===== config.mk =====
export PLATFORM = sky130hd
export DESIGN_NAME = tcw_ctrl
export DESIGN_NICKNAME = d
export VERILOG_FILES = /design/src/hw/rtl/tcw_pkg.sv /design/src/hw/rtl/tcw_ctrl.sv
export SDC_FILE = /design/constraint.sdc
export NUM_CORES = 1
export LEC_CHECK = 0
export ABC_AREA = 0
export BUFFER_PORTS_ARGS = -buffer_cell sky130_fd_sc_hd__clkbuf_2
export CELL_PAD_IN_SITES_DETAIL_PLACEMENT = 1
export CELL_PAD_IN_SITES_GLOBAL_PLACEMENT = 2
export CORE_MARGIN = 2
export CORE_UTILIZATION = 35
export CTS_CLUSTER_DIAMETER = 200
export DETAILED_ROUTE_END_ITERATION = 10
export PLACE_DENSITY_LB_ADDON = 0.1
export SLEW_MARGIN = 20
export SYNTH_ARGS = -nofsm -noshare
export SYNTH_HDL_FRONTEND = slang
export SYNTH_SLANG_ARGS = --single-unit

===== constraint.sdc =====
create_clock -name clk -period 3.25 [get_ports clk]
set_input_delay 0.325 -clock clk [delete_from_list [all_inputs] [get_ports clk]]
set_output_delay 0.325 -clock clk [all_outputs]
set_load 0.02 [all_outputs]

===== src/hw/rtl/tcw_pkg.sv =====
// Shared types and constants for the text console writer.
package tcw_pkg;

    localparam int COLUMNS    = 80;
    localparam int ROWS       = 25;
    localparam int CELL_COUNT = ROWS * COLUMNS;
    localparam int ADDR_W     = $clog2(CELL_COUNT);
    localparam int COL_W      = $clog2(COLUMNS);
    localparam int ROW_W      = $clog2(ROWS);
    localparam int POS_W      = 11;
    localparam int CELL_W     = 16;
    localparam int CHAR_W     = 8;
    localparam int COLOR_W    = 4;
    localparam int FUNC_W     = 2;
    localparam int CFG_IDX_W  = 8;

    localparam logic [CHAR_W-1:0]  CH_NEWLINE = 8'd10;
    localparam logic [CHAR_W-1:0]  CH_RETURN  = 8'd13;
    localparam logic [CHAR_W-1:0]  CH_SPACE   = 8'd32;
    localparam logic [COLOR_W-1:0] RESET_FG   = 4'hF;
    localparam logic [COLOR_W-1:0] RESET_BG   = 4'h0;

    localparam logic [CFG_IDX_W-1:0] REG_FOREGROUND = 8'd0;
    localparam logic [CFG_IDX_W-1:0] REG_BACKGROUND = 8'd1;

    typedef enum logic [FUNC_W-1:0] {
        FUNC_PUT   = 2'd0,
        FUNC_CLEAR = 2'd1,
        FUNC_READ  = 2'd2,
        FUNC_NOP   = 2'd3
    } func_t;

    typedef enum logic [2:0] {
        ST_INIT,
        ST_IDLE,
        ST_SWEEP,
        ST_SCROLL,
        ST_READ,
        ST_DONE
    } state_t;

    typedef struct packed {
        logic              we;
        logic [ADDR_W-1:0] waddr;
        logic [CELL_W-1:0] wdata;
        logic [ADDR_W-1:0] raddr;
    } mem_req_t;

    typedef struct packed {
        logic              valid;
        logic [POS_W-1:0]  pos;
        logic [CELL_W-1:0] data;
    } result_t;

    function automatic logic [CELL_W-1:0] make_cell(input logic [COLOR_W-1:0] bg,
                                                     input logic [COLOR_W-1:0] fg,
                                                     input logic [CHAR_W-1:0]  ch);
        return {bg, fg, ch};
    endfunction

endpackage


===== src/hw/rtl/tcw_ctrl.sv =====
// Sequencer: cursor state, shared address counter for sweeps and scroll copy, and reads.
module tcw_ctrl
    import tcw_pkg::*;
(
    input  logic               clk,
    input  logic               rst_n,
    input  logic               in_valid,
    output logic               in_ready,
    input  logic [FUNC_W-1:0]  func,
    input  logic [CHAR_W-1:0]  char_code,
    input  logic [POS_W-1:0]   cell_address,
    input  logic [COLOR_W-1:0] fg,
    input  logic [COLOR_W-1:0] bg,
    output result_t            res,
    input  logic               res_ready,
    output mem_req_t           mem,
    input  logic [CELL_W-1:0]  mem_rdata
);

    state_t            state_reg, state_next;
    logic [ADDR_W-1:0] cnt_reg, cnt_next;
    logic [ADDR_W-1:0] wr_addr_reg, wr_addr_next;
    logic              wr_pend_reg, wr_pend_next;
    logic [CELL_W-1:0] fill_reg, fill_next;
    logic [COL_W-1:0]  col_reg, col_next;
    logic [ROW_W-1:0]  row_reg, row_next;
    logic [ADDR_W-1:0] base_reg, base_next;
    logic [CELL_W-1:0] data_reg, data_next;

    logic [ADDR_W-1:0] cur_addr;
    logic [ADDR_W-1:0] cnt_plus;
    logic              ordinary;
    logic              wrap;
    logic              accept;

    assign cur_addr = base_reg + ADDR_W'(col_reg);
    assign cnt_plus = cnt_reg + ADDR_W'(1);
    assign ordinary = (char_code != CH_NEWLINE) && (char_code != CH_RETURN);
    assign wrap     = (ordinary && (col_reg == COL_W'(COLUMNS - 1)))
                      || (char_code == CH_NEWLINE);
    assign accept   = in_valid && in_ready;

    always_ff @(posedge clk or negedge rst_n)
    begin
        if (!rst_n)
        begin
            state_reg   <= ST_INIT;
            cnt_reg     <= '0;
            wr_pend_reg <= 1'b0;
            col_reg     <= '0;
            row_reg     <= '0;
            base_reg    <= '0;
        end
        else
        begin
            state_reg   <= state_next;
            cnt_reg     <= cnt_next;
            wr_pend_reg <= wr_pend_next;
            col_reg     <= col_next;
            row_reg     <= row_next;
            base_reg    <= base_next;
        end
    end

    always_ff @(posedge clk)
    begin
        wr_addr_reg <= wr_addr_next;
        fill_reg    <= fill_next;
        data_reg    <= data_next;
    end

    always_comb
    begin
        state_next   = state_reg;
        cnt_next     = cnt_reg;
        wr_addr_next = wr_addr_reg;
        wr_pend_next = 1'b0;
        fill_next    = fill_reg;
        col_next     = col_reg;
        row_next     = row_reg;
        base_next    = base_reg;
        data_next    = data_reg;
        in_ready     = 1'b0;
        mem.we       = 1'b0;
        mem.waddr    = cnt_reg;
        mem.wdata    = fill_reg;
        mem.raddr    = cnt_plus;
        res.valid    = 1'b0;
        res.pos      = POS_W'(cur_addr);
        res.data     = data_reg;

        unique case (state_reg)
            ST_INIT:
            begin
                mem.we    = 1'b1;
                mem.wdata = make_cell(RESET_BG, RESET_FG, CH_SPACE);
                cnt_next  = cnt_plus;
                if (cnt_reg == ADDR_W'(CELL_COUNT - 1))
                begin
                    state_next = ST_IDLE;
                end
            end

            ST_IDLE:
            begin
                in_ready  = 1'b1;
                mem.raddr = ADDR_W'(cell_address);
                if (accept)
                begin
                    data_next  = '0;
                    fill_next  = make_cell(bg, fg, CH_SPACE);
                    state_next = ST_DONE;
                    unique case (func)
                        FUNC_PUT:
                        begin
                            mem.we    = ordinary;
                            mem.waddr = cur_addr;
                            mem.wdata = make_cell(bg, fg, char_code);
                            col_next  = (ordinary && !wrap) ? col_reg + COL_W'(1) : '0;
                            if (wrap)
                            begin
                                if (row_reg == ROW_W'(ROWS - 1))
                                begin
                                    cnt_next   = '0;
                                    state_next = ST_SCROLL;
                                end
                                else
                                begin
                                    row_next  = row_reg + ROW_W'(1);
                                    base_next = base_reg + ADDR_W'(COLUMNS);
                                end
                            end
                        end
                        FUNC_CLEAR:
                        begin
                            col_next   = '0;
                            row_next   = '0;
                            base_next  = '0;
                            cnt_next   = '0;
                            state_next = ST_SWEEP;
                        end
                        FUNC_READ:
                        begin
                            if (32'(cell_address) < CELL_COUNT)
                            begin
                                state_next = ST_READ;
                            end
                        end
                        default:
                        begin
                        end
                    endcase
                end
            end

            ST_SWEEP:
            begin
                mem.we   = 1'b1;
                cnt_next = cnt_plus;
                if (cnt_reg == ADDR_W'(CELL_COUNT - 1))
                begin
                    state_next = ST_DONE;
                end
            end

            // row move: read cell cnt+COLUMNS, write it to cnt in the next cycle
            ST_SCROLL:
            begin
                mem.we    = wr_pend_reg;
                mem.waddr = wr_addr_reg;
                mem.wdata = mem_rdata;
                mem.raddr = cnt_reg + ADDR_W'(COLUMNS);
                if (cnt_reg == ADDR_W'(CELL_COUNT - COLUMNS))
                begin
                    state_next = ST_SWEEP;
                end
                else
                begin
                    wr_pend_next = 1'b1;
                    wr_addr_next = cnt_reg;
                    cnt_next     = cnt_plus;
                end
            end

            ST_READ:
            begin
                data_next  = mem_rdata;
                state_next = ST_DONE;
            end

            ST_DONE:
            begin
                res.valid = 1'b1;
                if (res_ready)
                begin
                    state_next = ST_IDLE;
                end
            end

            default:
            begin
                state_next = ST_IDLE;
            end
        endcase
    end

endmodule


* After elaboration in Yosys (flattened, before gate mapping)
Index checks and enable logic that the tools add are counted.
Storage, ports and cells: bits in registers 73, input port bits 49, output and inout port bits 68, word-level logic and storage cells 97
Cells by class: $add $sub $neg 6, order comparisons 1, eq/ne operators 25, muxes and demuxes 36, bitwise operators 1, reduce and logical (&&, ||, !) cells 19
Operators with widths (number):
- 11-bit case mux with 2 select lines | 4
- 11-bit 2-to-1 mux | 6
- 28-bit 2-to-1 mux | 2
- 16-bit case mux with 3 select lines | 1
- 11-bit case mux with 3 select lines | 1
- 16-bit case mux with 2 select lines | 1
- 11-bit by 7-bit adder with 11-bit output (second input constant) | 2
- 11-bit equality test (second input constant) | 2
- 3-bit 2-to-1 mux | 7
- 3-bit case mux with 6 select lines | 1
- 16-bit 2-to-1 mux | 1
- 2-bit != test (second input constant) | 8
- 8-bit by 4-bit != test with 1-bit output (second input constant) | 2
- 7-bit case mux with 2 select lines | 1
- 11-bit by 1-bit adder with 11-bit output (second input constant) | 1
- 11-bit by 7-bit adder with 11-bit output | 1
- 11-bit less-than comparator (second input constant) | 1
- 5-bit 2-to-1 mux | 2
- 5-bit case mux with 2 select lines | 1
- 5-bit AND reduction | 2
- 3-bit case mux with 3 select lines | 1
- 8-bit by 4-bit equality test with 1-bit output (second input constant) | 1
- 7-bit by 1-bit adder with 7-bit output (second input constant) | 1
- 7-bit equality test (second input constant) | 1
- other kinds (24) | 37

* Logic depth before layout (Yosys ltp)
Gate-level depths: netlist of run 1.
depth in word-level cells 8, gate-level depth with buffers 9, gate-level depth less buffers 7

* Least setup slack after synthesis of run 1
OpenSTA, ideal clock, no wires.
path type register -> output, start reg state_reg[1], end out mem[19] (netlist name), data arrival time 2150 ps, required time 2925 ps, slack 775 ps, stages on the path, launching flop included 8, path buffers 3, cell sequence dfrtp_1 -> or3b_1 -> clkbuf_1 -> clkbuf_1 -> inv_1 -> buf_1 -> o21ai_0 -> a21oi_1
RTL lines:
- start, declared | RTL line tcw_ctrl.sv:20 | state_t state_reg, state_next;
- start signal, assigned | RTL line tcw_ctrl.sv:56 | state_reg <= state_next;
- end, declared | RTL line tcw_ctrl.sv:16 | output mem_req_t mem,

==> impl_metrics.ini, run 1 <==
[cts]
clock-root-buffer = clkbuf_16
clk_pin_slew_ns = 0.06
post_cts_buffers = 0
cts_max_level = 3
cts_resized = 0
cts_buffers = 9
insertion_delay_ns = 0.35
clock-sinks = 69
tritoncts = built
hold_buffers = 0
clk_path_buf_depth = 2

[sta]
final.setup.tns_ns = 0
worst-slew-pin-transition_ns = 0.9623
slew_violations = 0
fin_crit_sh_pct = 91.32
relSlewSlack_pct = 35.85
finClkSkew_ns = 0.007699
setup_ws_ns = 0.2820
hold_violations = 0
setup_violations = 0
rsz0062_at_grt = false
final.min_clock_period_ns = 2.968
clock.fmax_mhz = 336.9

[finish]
mostFrequentLayoutCells = clkbuf_2, a21oi_1, edfxtp_1
n_antenna_cell = 0
syn2layout_area_growth_pct = 23.00
drive_gt1_share_pct = 28.47
largest_reg_flops = 16
layout_commonest_cell = clkbuf_2
seqCellArea_um2 = 1902
nNetsFinal = 645
multi_input_area_um2 = 2350
fillers = 1515

[global_routing]
antenna_found_initial = 0
grt_pass1_wl_um = 23650
grt_max_degree = 35
overflow = 0
first_global_vias = 4183
grt_usage_pct = 21.81

[yosys]
async_flop_share_pct = 49.28
synth.distinct_cells = 72
yosys.area.top_type_share_pct = 23.39
ys_top_cells_by_area = edfxtp_1, dfrtp_1, a21oi_1
ys.flop_type = edfxtp_1
synth_nets = 541
avgSynthCellArea_um2 = 9.344
synth_area_leader_cell = edfxtp_1
seq_area_frac_synth_pct = 42.32
synth_warnings = 0
synth_edf_count = 35
ys_seq_elements = 69
synthCells = 481
netlist_area_um2 = 4494

[power]
ir_drop_mv = 0.3934
leakagePower_nw = 2.449
p_per_area_nw_per_um2 = 955.4

[place]
gp_congestion = 0.7713
detailed_place_hpwl_um = 10890
io_buffers = 116
post-place-ws_ns = 0.6621

[floorplan]
die_h_um = 117.3
core_region_area_um2 = 12570
rows = 41
io_pins = 117
die_area_um2 = 13760
start_util_pct = 35.76
fp.dieW_um = 117.3

[setup_path]
reg2reg_depth = 6
critical_path.endpoint_type = primary output
worstPathArrival_ns = 2.64
path_cells = or3b_1 -> buf_4 -> nor3_2 -> o21ai_1 -> a222oi_1 -> inv_1 -> clkbuf_2
cp_max_fo = 13
start_kind = register
crit_type = register to primary output
required_ns = 2.92
critical_path.slowest_cell = dfrtp_1
worst_path_largest_cell_delay_ns = 0.52

[job]
cap_violations = 0

[routing]
drc = 0
drt_iter0_drc = 224
wl_um = 14690
wl_per_cell_um = 19.28
dr.pass1.iters = 4
ant_nets = 0
viasPerCell = 5.516
vias = 4203

[min_path]
min_path_type = primary input to async pin

[status]
outcome = finished clean
## metal layers
| layer | GRT usage, % | up-vias | wire length (um) |
|---|---|---|---|
| li1 | - | 1999 | - |
| met1 | 30.44 | 2069 | 7049 |
| met2 | 34.36 | 122 | 6710 |
| met3 | 4.037 | 13 | 759 |
| met4 | 6.777 | 0 | 174 |
| met5 | 0 | - | 0 |
## path summary, 6_finish.rpt
path / slack (ns) / to / startpoint
worst min register to register: 0.58 / row_reg[4] / row_reg[4]
worst min-delay path: 0.12 / row_reg[4] / rst_n
worst max register to register: 0.73 / wr_addr_reg[0] / cnt_reg[0]
worst max-delay path: 0.28 / mem[34] / state_reg[2]
max in group asynchronous: 2.52 / col_reg[2] / rst_n
min in group clk: 0.17 / fill_reg[8] / fg[0]
## cell families (layout without fill, tap and decap cells)
kind of cell               after synthesis  after routing  synth area share [%]
muxes                                   11             11                 2.450
adders and majority gates               11             11                 3.062
buffers and inverters                   61            170                 5.401
xor gates and xnor gates                22             22                 4.287
DFF                                     69             69                 42.32
AOI/OAI and AO/OA                      145            145                 22.50
and+or+nand+nor                        162            162                 19.99
## layout make-up
cell class / count / share of cell area [%]
Tap cell: 172 / 3.893
Multi-Input combinational cell: 351 / 42.51
Timing Repair Buffer: 132 / 12.68
Sequential cell: 69 / 34.40
Clock buffer: 10 / 4.323
Inverter: 22 / 1.494
Clock inverter: 6 / 0.7017
## cells in the mapped netlist, types with 9 or more instances
library cell  number
a21oi_1           37
xnor2_1            9
inv_1             22
edfxtp_1          35
nand3_1           12
nand2_1           31
nor3_1             9
mux2i_1           11
nand4_1           10
nor2_1            28
dfrtp_1           34
and2_1            19
a22o_1             9
o21ai_0           26
xor2_1            13
ha_1              11
clkbuf_1          30
## stage by stage
step | area [um2] | hold slack, ns | util, % | instances | total power, mW
6_report | 5528 | 0.1210 | 43.98 | 762 | 5.281
5_1_grt | 5528 | 0.1726 | 43.98 | 762 | 5.651
4_1_cts | 5528 | 0.1464 | 43.98 | 762 | 5.342
3_5_place_dp | 5250 | 0.5197 | 41.77 | 746 | 4.401
3_3_place_gp | 5250 | 0.5021 | 41.77 | 746 | 4.358
2_1_floorplan | 4494 | 0.02941 | - | 481 | 3.388
## critical path, delay by kind of cell, from the launching register on
| kind | cells | cell delay (ns) |
|---|---|---|
| AO/OA/AOI/OAI | 2 | 0.70 |
| AND/OR/NAND/NOR | 2 | 0.64 |
| flip-flops | 1 | 0.52 |
| buffers and inverters | 3 | 0.44 |
## where the power goes
part           internal [mW]  leakage (nW)  switching, mW
registers               1.23         0.775          0.285
clock network          0.534         0.134          0.394
logic                  0.982          1.54           1.85
Power figures use the tool's default switching activity.
==> inputs of run 2 (changes only) <==
Settings changed: CELL_PAD_IN_SITES_DETAIL_PLACEMENT 1 to 2, CORE_UTILIZATION 35 to 30, HOLD_SLACK_MARGIN from default to 0.15.
==> run 2 against run 1 <==
Against the previous run:
- critical path type unchanged
- worst hold slack got worse by 0.0028 ns
- critical path depth unchanged
- register-to-register slack got worse by 0.06 ns
- routed wire length increased by 12%
- utilization decreased by 5.8 points
- setup slack got worse by 0.038 ns
- highest routed layer unchanged
- non-clock buffer count decreased by 6
- fmax decreased by 1.3%
==> impl_metrics.ini, run 2 (synthesized netlist as in run 1, its figures left out) <==
[place]
detailed_place_hpwl_um = 12330
io_buffers = 116
place_area_um2 = 5220
gp_congestion = 0.7889

[min_path]
min_path_type = primary input to async pin

[floorplan]
io_pins = 117
core_region_area_um2 = 14590
start_util_pct = 30.81
die_area_um2 = 15980
die_h_um = 126.4
rows = 44
fp.dieW_um = 126.4

[cts]
cts_buffers = 9
clk_pin_slew_ns = 0.06
clock-sinks = 69
cts_resized = 0
clock-root-buffer = clkbuf_16
cts_max_level = 3
insertion_delay_ns = 0.35
clk_path_buf_depth = 2
tritoncts = built
post_cts_buffers = 0
hold_buffers = 0

[finish]
fillers = 1599
syn2layout_area_growth_pct = 23.80
largest_reg_flops = 16
drive_gt1_share_pct = 27.74
layout_commonest_cell = clkbuf_2
nNetsFinal = 639
seqCellArea_um2 = 1902
n_antenna_cell = 0
mostFrequentLayoutCells = clkbuf_2, a21oi_1, edfxtp_1
fin_area_um2 = 5564
multi_input_area_um2 = 2354

[setup_path]
cp_max_fo = 13
critical_path.slowest_cell = dfrtp_1
start_kind = register
crit_family = simple AND/OR/NAND/NOR gates
crit_type = register to primary output
critical_path.endpoint_type = primary output
path_buf_inv = 3
path_cells = or3b_1 -> buf_4 -> nor3_2 -> buf_4 -> mux2i_1 -> o21ai_0 -> clkbuf_2
required_ns = 2.92
cpMostUsedCell = buf_4
worst_path_largest_cell_delay_ns = 0.52
worstPathArrival_ns = 2.68

[routing]
vias = 4293
dr.pass1.iters = 6
viasPerCell = 5.590
drc = 0
wl_um = 16470
wl_per_cell_um = 21.44
ant_nets = 0
drt_iter0_drc = 195

[sta]
finClkSkew_ns = 0.006262
slew_violations = 0
rsz0062_at_grt = false
final.min_clock_period_ns = 3.006
fin_crit_sh_pct = 92.50
relSlewSlack_pct = 35.54
worst-slew-pin-transition_ns = 0.9669
clock.fmax_mhz = 332.6
hold_violations = 0
final.setup.tns_ns = 0
setup_violations = 0

[job]
cap_violations = 0

[global_routing]
overflow = 0
antenna_found_initial = 0
first_global_vias = 4414
grt_usage_pct = 20.65
grt_pass1_wl_um = 25630
grt_max_degree = 35

[power]
leakagePower_nw = 2.449
ir_drop_mv = 0.4709
p_total_mw = 5.540
p_per_area_nw_per_um2 = 995.7

[status]
outcome = finished clean
==> run 2: cell types whose count changed in the layout (fill, tap and decap cells not counted), sizes merged <==
cell / change
clkinvlp: -1
buf: -6
clkinv: -2
bufinv: +3
==> run 2: routing by layer <==
metal	track usage (%)	share of wire, %	wire [um]
met1	25.74	44	7175
met2	36.58	51	8375
met3	4.218	4.4	722
met4	4.977	1.2	193
met5	0	0	0
==> run 2: final timing paths <==
| kind | slack [ns] | cells after the start | end | from |
|---|---|---|---|---|
| max | 0.24 | 7 | mem[33] | state_reg[2] |
| min | 0.12 | 1 | base_reg[10] | rst_n |
| max reg2reg | 0.67 | 5 | base_reg[8] | state_reg[2] |
| min reg2reg | 0.57 | 1 | row_reg[0] | row_reg[0] |
| max in group asynchronous | 2.52 | 1 | cnt_reg[2] | rst_n |
| min in group clk | 0.17 | 1 | fill_reg[11] | fg[3] |
==> run 2: layout make-up <==
cell class              count  share of cell area, %
clock buffers              10                  4.115
well taps                 184                  4.138
multi-input cells         351                  42.30
clock inverters             6                  2.001
inverters                  22                  1.484
flip-flops and latches     69                  34.18
repair buffers            126                  11.78
==> run 2: power by group <==
group          total, mW  internal (mW)  switching, mW
sequential          1.62           1.23          0.386
combinational       2.77          0.938           1.83
clock               1.15          0.750          0.405
total               5.54           2.92           2.62
==> run 2: per-stage QoR <==
step	utilization [%]	hold WS, ns	instances	worst slack, ns
floorplan	-	0.02941	481	0.7746
global placement	35.78	0.5266	752	0.6005
detailed placement	35.78	0.5221	752	0.5066
CTS	38.11	0.1662	768	0.1046
finish	38.14	0.1182	768	0.2437
global route	38.14	0.1585	768	0.04728
==> inputs of run 3 (changes only) <==
Settings changed: ABC_AREA 0 to 1.
==> run 3 against run 2 <==
Against the previous run:
- sequential power shrank 43%
- count of clock-buffer cells in the layout grew 1
- largest power group is now registers
- clock power shrank 23%
- synthesized cell count grew 21%
- final cell count grew 16%
- sequential share of layout area grew 0.60 points
- die area shrank 1.9%
- routed wire length grew 0.83%
- worst hold slack gained 0.014 ns
- largest cell class unchanged
- first-iteration DRC count grew 2.1%
- setup slack gained 0.27 ns
- cell area shrank 1.7%
==> impl_metrics.ini, run 3 <==
[status]
outcome = finished clean

[yosys]
synth_warnings = 0
netlist_area_um2 = 4407
synth_most_common_cell = nand2_1
synth_area_leader_cell = edfxtp_1
async_flop_share_pct = 49.28
synth.distinct_cells = 34
seq_area_frac_synth_pct = 43.16
synth_common_cells = nand2_1, inv_1, nor2_1
yosys.area.top_type_share_pct = 23.85
synthCells = 582
synth_edf_count = 35
ys_top_cells_by_area = edfxtp_1, dfrtp_1, nand2_1
ys.flop_type = edfxtp_1
ys_seq_elements = 69
avgSynthCellArea_um2 = 7.572
synth_nets = 642

[finish]
layout_commonest_cell = nand2_1
mostFrequentLayoutCells = nand2_1, clkbuf_2, inv_1
n_antenna_cell = 0
nNetsFinal = 760
final_core_util_pct = 37.91
fillers = 1707
syn2layout_area_growth_pct = 24.08
largest_reg_flops = 16
drive_gt1_share_pct = 22.13

[sta]
relSlewSlack_pct = 35.20
finClkSkew_ns = 0.005651
worst-slew-pin-transition_ns = 0.9720
rsz0062_at_grt = false
final.setup.tns_ns = 0
setup_violations = 0
final.min_clock_period_ns = 2.738
slew_violations = 0
holdWs_ns = 0.1321
fin_crit_sh_pct = 84.24
hold_violations = 0
clock.fmax_mhz = 365.2

[global_routing]
grt_max_degree = 35
overflow = 0
grt_pass1_wl_um = 26770
first_global_vias = 4889
antenna_found_initial = 0
grt_usage_pct = 21.88

[cts]
clock-sinks = 69
clock-root-buffer = clkbuf_16
cts_max_level = 3
post_cts_buffers = 0
clk_pin_slew_ns = 0.06
insertion_delay_ns = 0.34
clk_path_buf_depth = 2
cts_buffers = 9
cts_resized = 0
tritoncts = built
hold_buffers = 0

[place]
io_buffers = 116
detailed_place_hpwl_um = 13000
gp_congestion = 0.8350

[power]
p_total_mw = 1.956
pwr-share-clk_pct = 45.2
p_comb_share_pct = 7.4
p_per_area_nw_per_um2 = 357.8
sequentialPowerShare_pct = 47.4
switching_share_pct = 24.27
switchingPower_mw = 0.4748
ir_drop_mv = 0.1765
leakagePower_nw = 2.709
intPower_mw = 1.482

[floorplan]
fp.dieW_um = 125.2
core_region_area_um2 = 14420
die_h_um = 125.2
io_pins = 117
start_util_pct = 30.55
die_area_um2 = 15680
rows = 44

[routing]
drc = 0
drt_iter0_drc = 199
ant_nets = 0
wl_um = 16600
dr.pass1.iters = 4
wl_per_cell_um = 18.68
vias = 4454
viasPerCell = 5.010

[setup_path]
crit_type = register to primary output
rr_endpoint = state_reg[1]
reg2reg_depth = 10
cp_max_fo = 21
r2r_setup_slack_ns = 1.12
critical_path.endpoint_type = primary output
r2r-start = state_reg[2]
required_ns = 2.92
start_kind = register
worstPathArrival_ns = 2.41

[job]
cap_violations = 0

[min_path]
min_path_type = primary input to async pin
run 3: through the flow:
step / setup slack (ns) / instance area (um2) / cells
after global routing: 0.2843 / 5468 / 889
final: 0.5121 / 5468 / 889
after detailed placement: 0.8181 / 5207 / 873
after floorplan: 0.8866 / 4407 / 582
after CTS: 0.4955 / 5468 / 889
after global placement: 1.004 / 5207 / 873
run 3: power groups by stage:
stage                     clock network (mW)  registers, mW  logic (mW)
final                                  0.884          0.928       0.145
after floorplan                            0          0.943      0.0708
after global placement                     0          0.944       0.141
after global routing                   0.944          0.928       0.161
after detailed placement                   0          0.945       0.146
after CTS                              0.910          0.928       0.148
run 3: logic make-up (layout without fill, tap and decap cells):
kind of cell    Yosys count  count (layout)  synth area share [%]
compound gates          104             104                 13.60
xor+xnor                 18              18                 3.578
fa+ha+maj                11              11                 3.123
buf+inv                 103             226                 9.540
flops                    69              69                 43.16
simple gates            277             277                 27.00
run 3: area by class of cell:
class                   count  area, um2  share of cell area (%)
multi-input cells         410       2085                   38.12
flip-flops and latches     69       1902                   34.78
repair buffers            130      685.7                   12.54
inverters                  80      305.3                   5.584
clock buffers              11      232.7                   4.256
well taps                 184      230.2                   4.211
clock inverters             5      27.53                  0.5034
run 3: critical path: stages (launching register included):
cell	delay [ns]
dfrtp_1	0.43
inv_1	0.24
nand2_4	0.14
nor2_8	0.22
nand2_1	0.12
inv_2	0.36
a21oi_1	0.12
o21ai_0	0.19
clkbuf_2	0.25
run 3: worst max-delay path by stage:
stage	from	endpoint	slack (ns)	cells after the start
2_1_floorplan	state_reg[2]	data_reg[0]	0.89	4
3_3_place_gp	state_reg[2]	mem[21]	1.00	9
3_5_place_dp	state_reg[1]	mem[32]	0.82	8
4_1_cts	state_reg[1]	mem[21]	0.50	9
5_1_grt	state_reg[1]	mem[32]	0.28	8
6_report	state_reg[1]	mem[32]	0.51	8
run 3: per-layer routing:
layer | global-route usage, % | routed length, um
met5 | 0 | 0
met4 | 7.320 | 428
met3 | 3.723 | 666
met2 | 38.20 | 8269
met1 | 27.47 | 7240
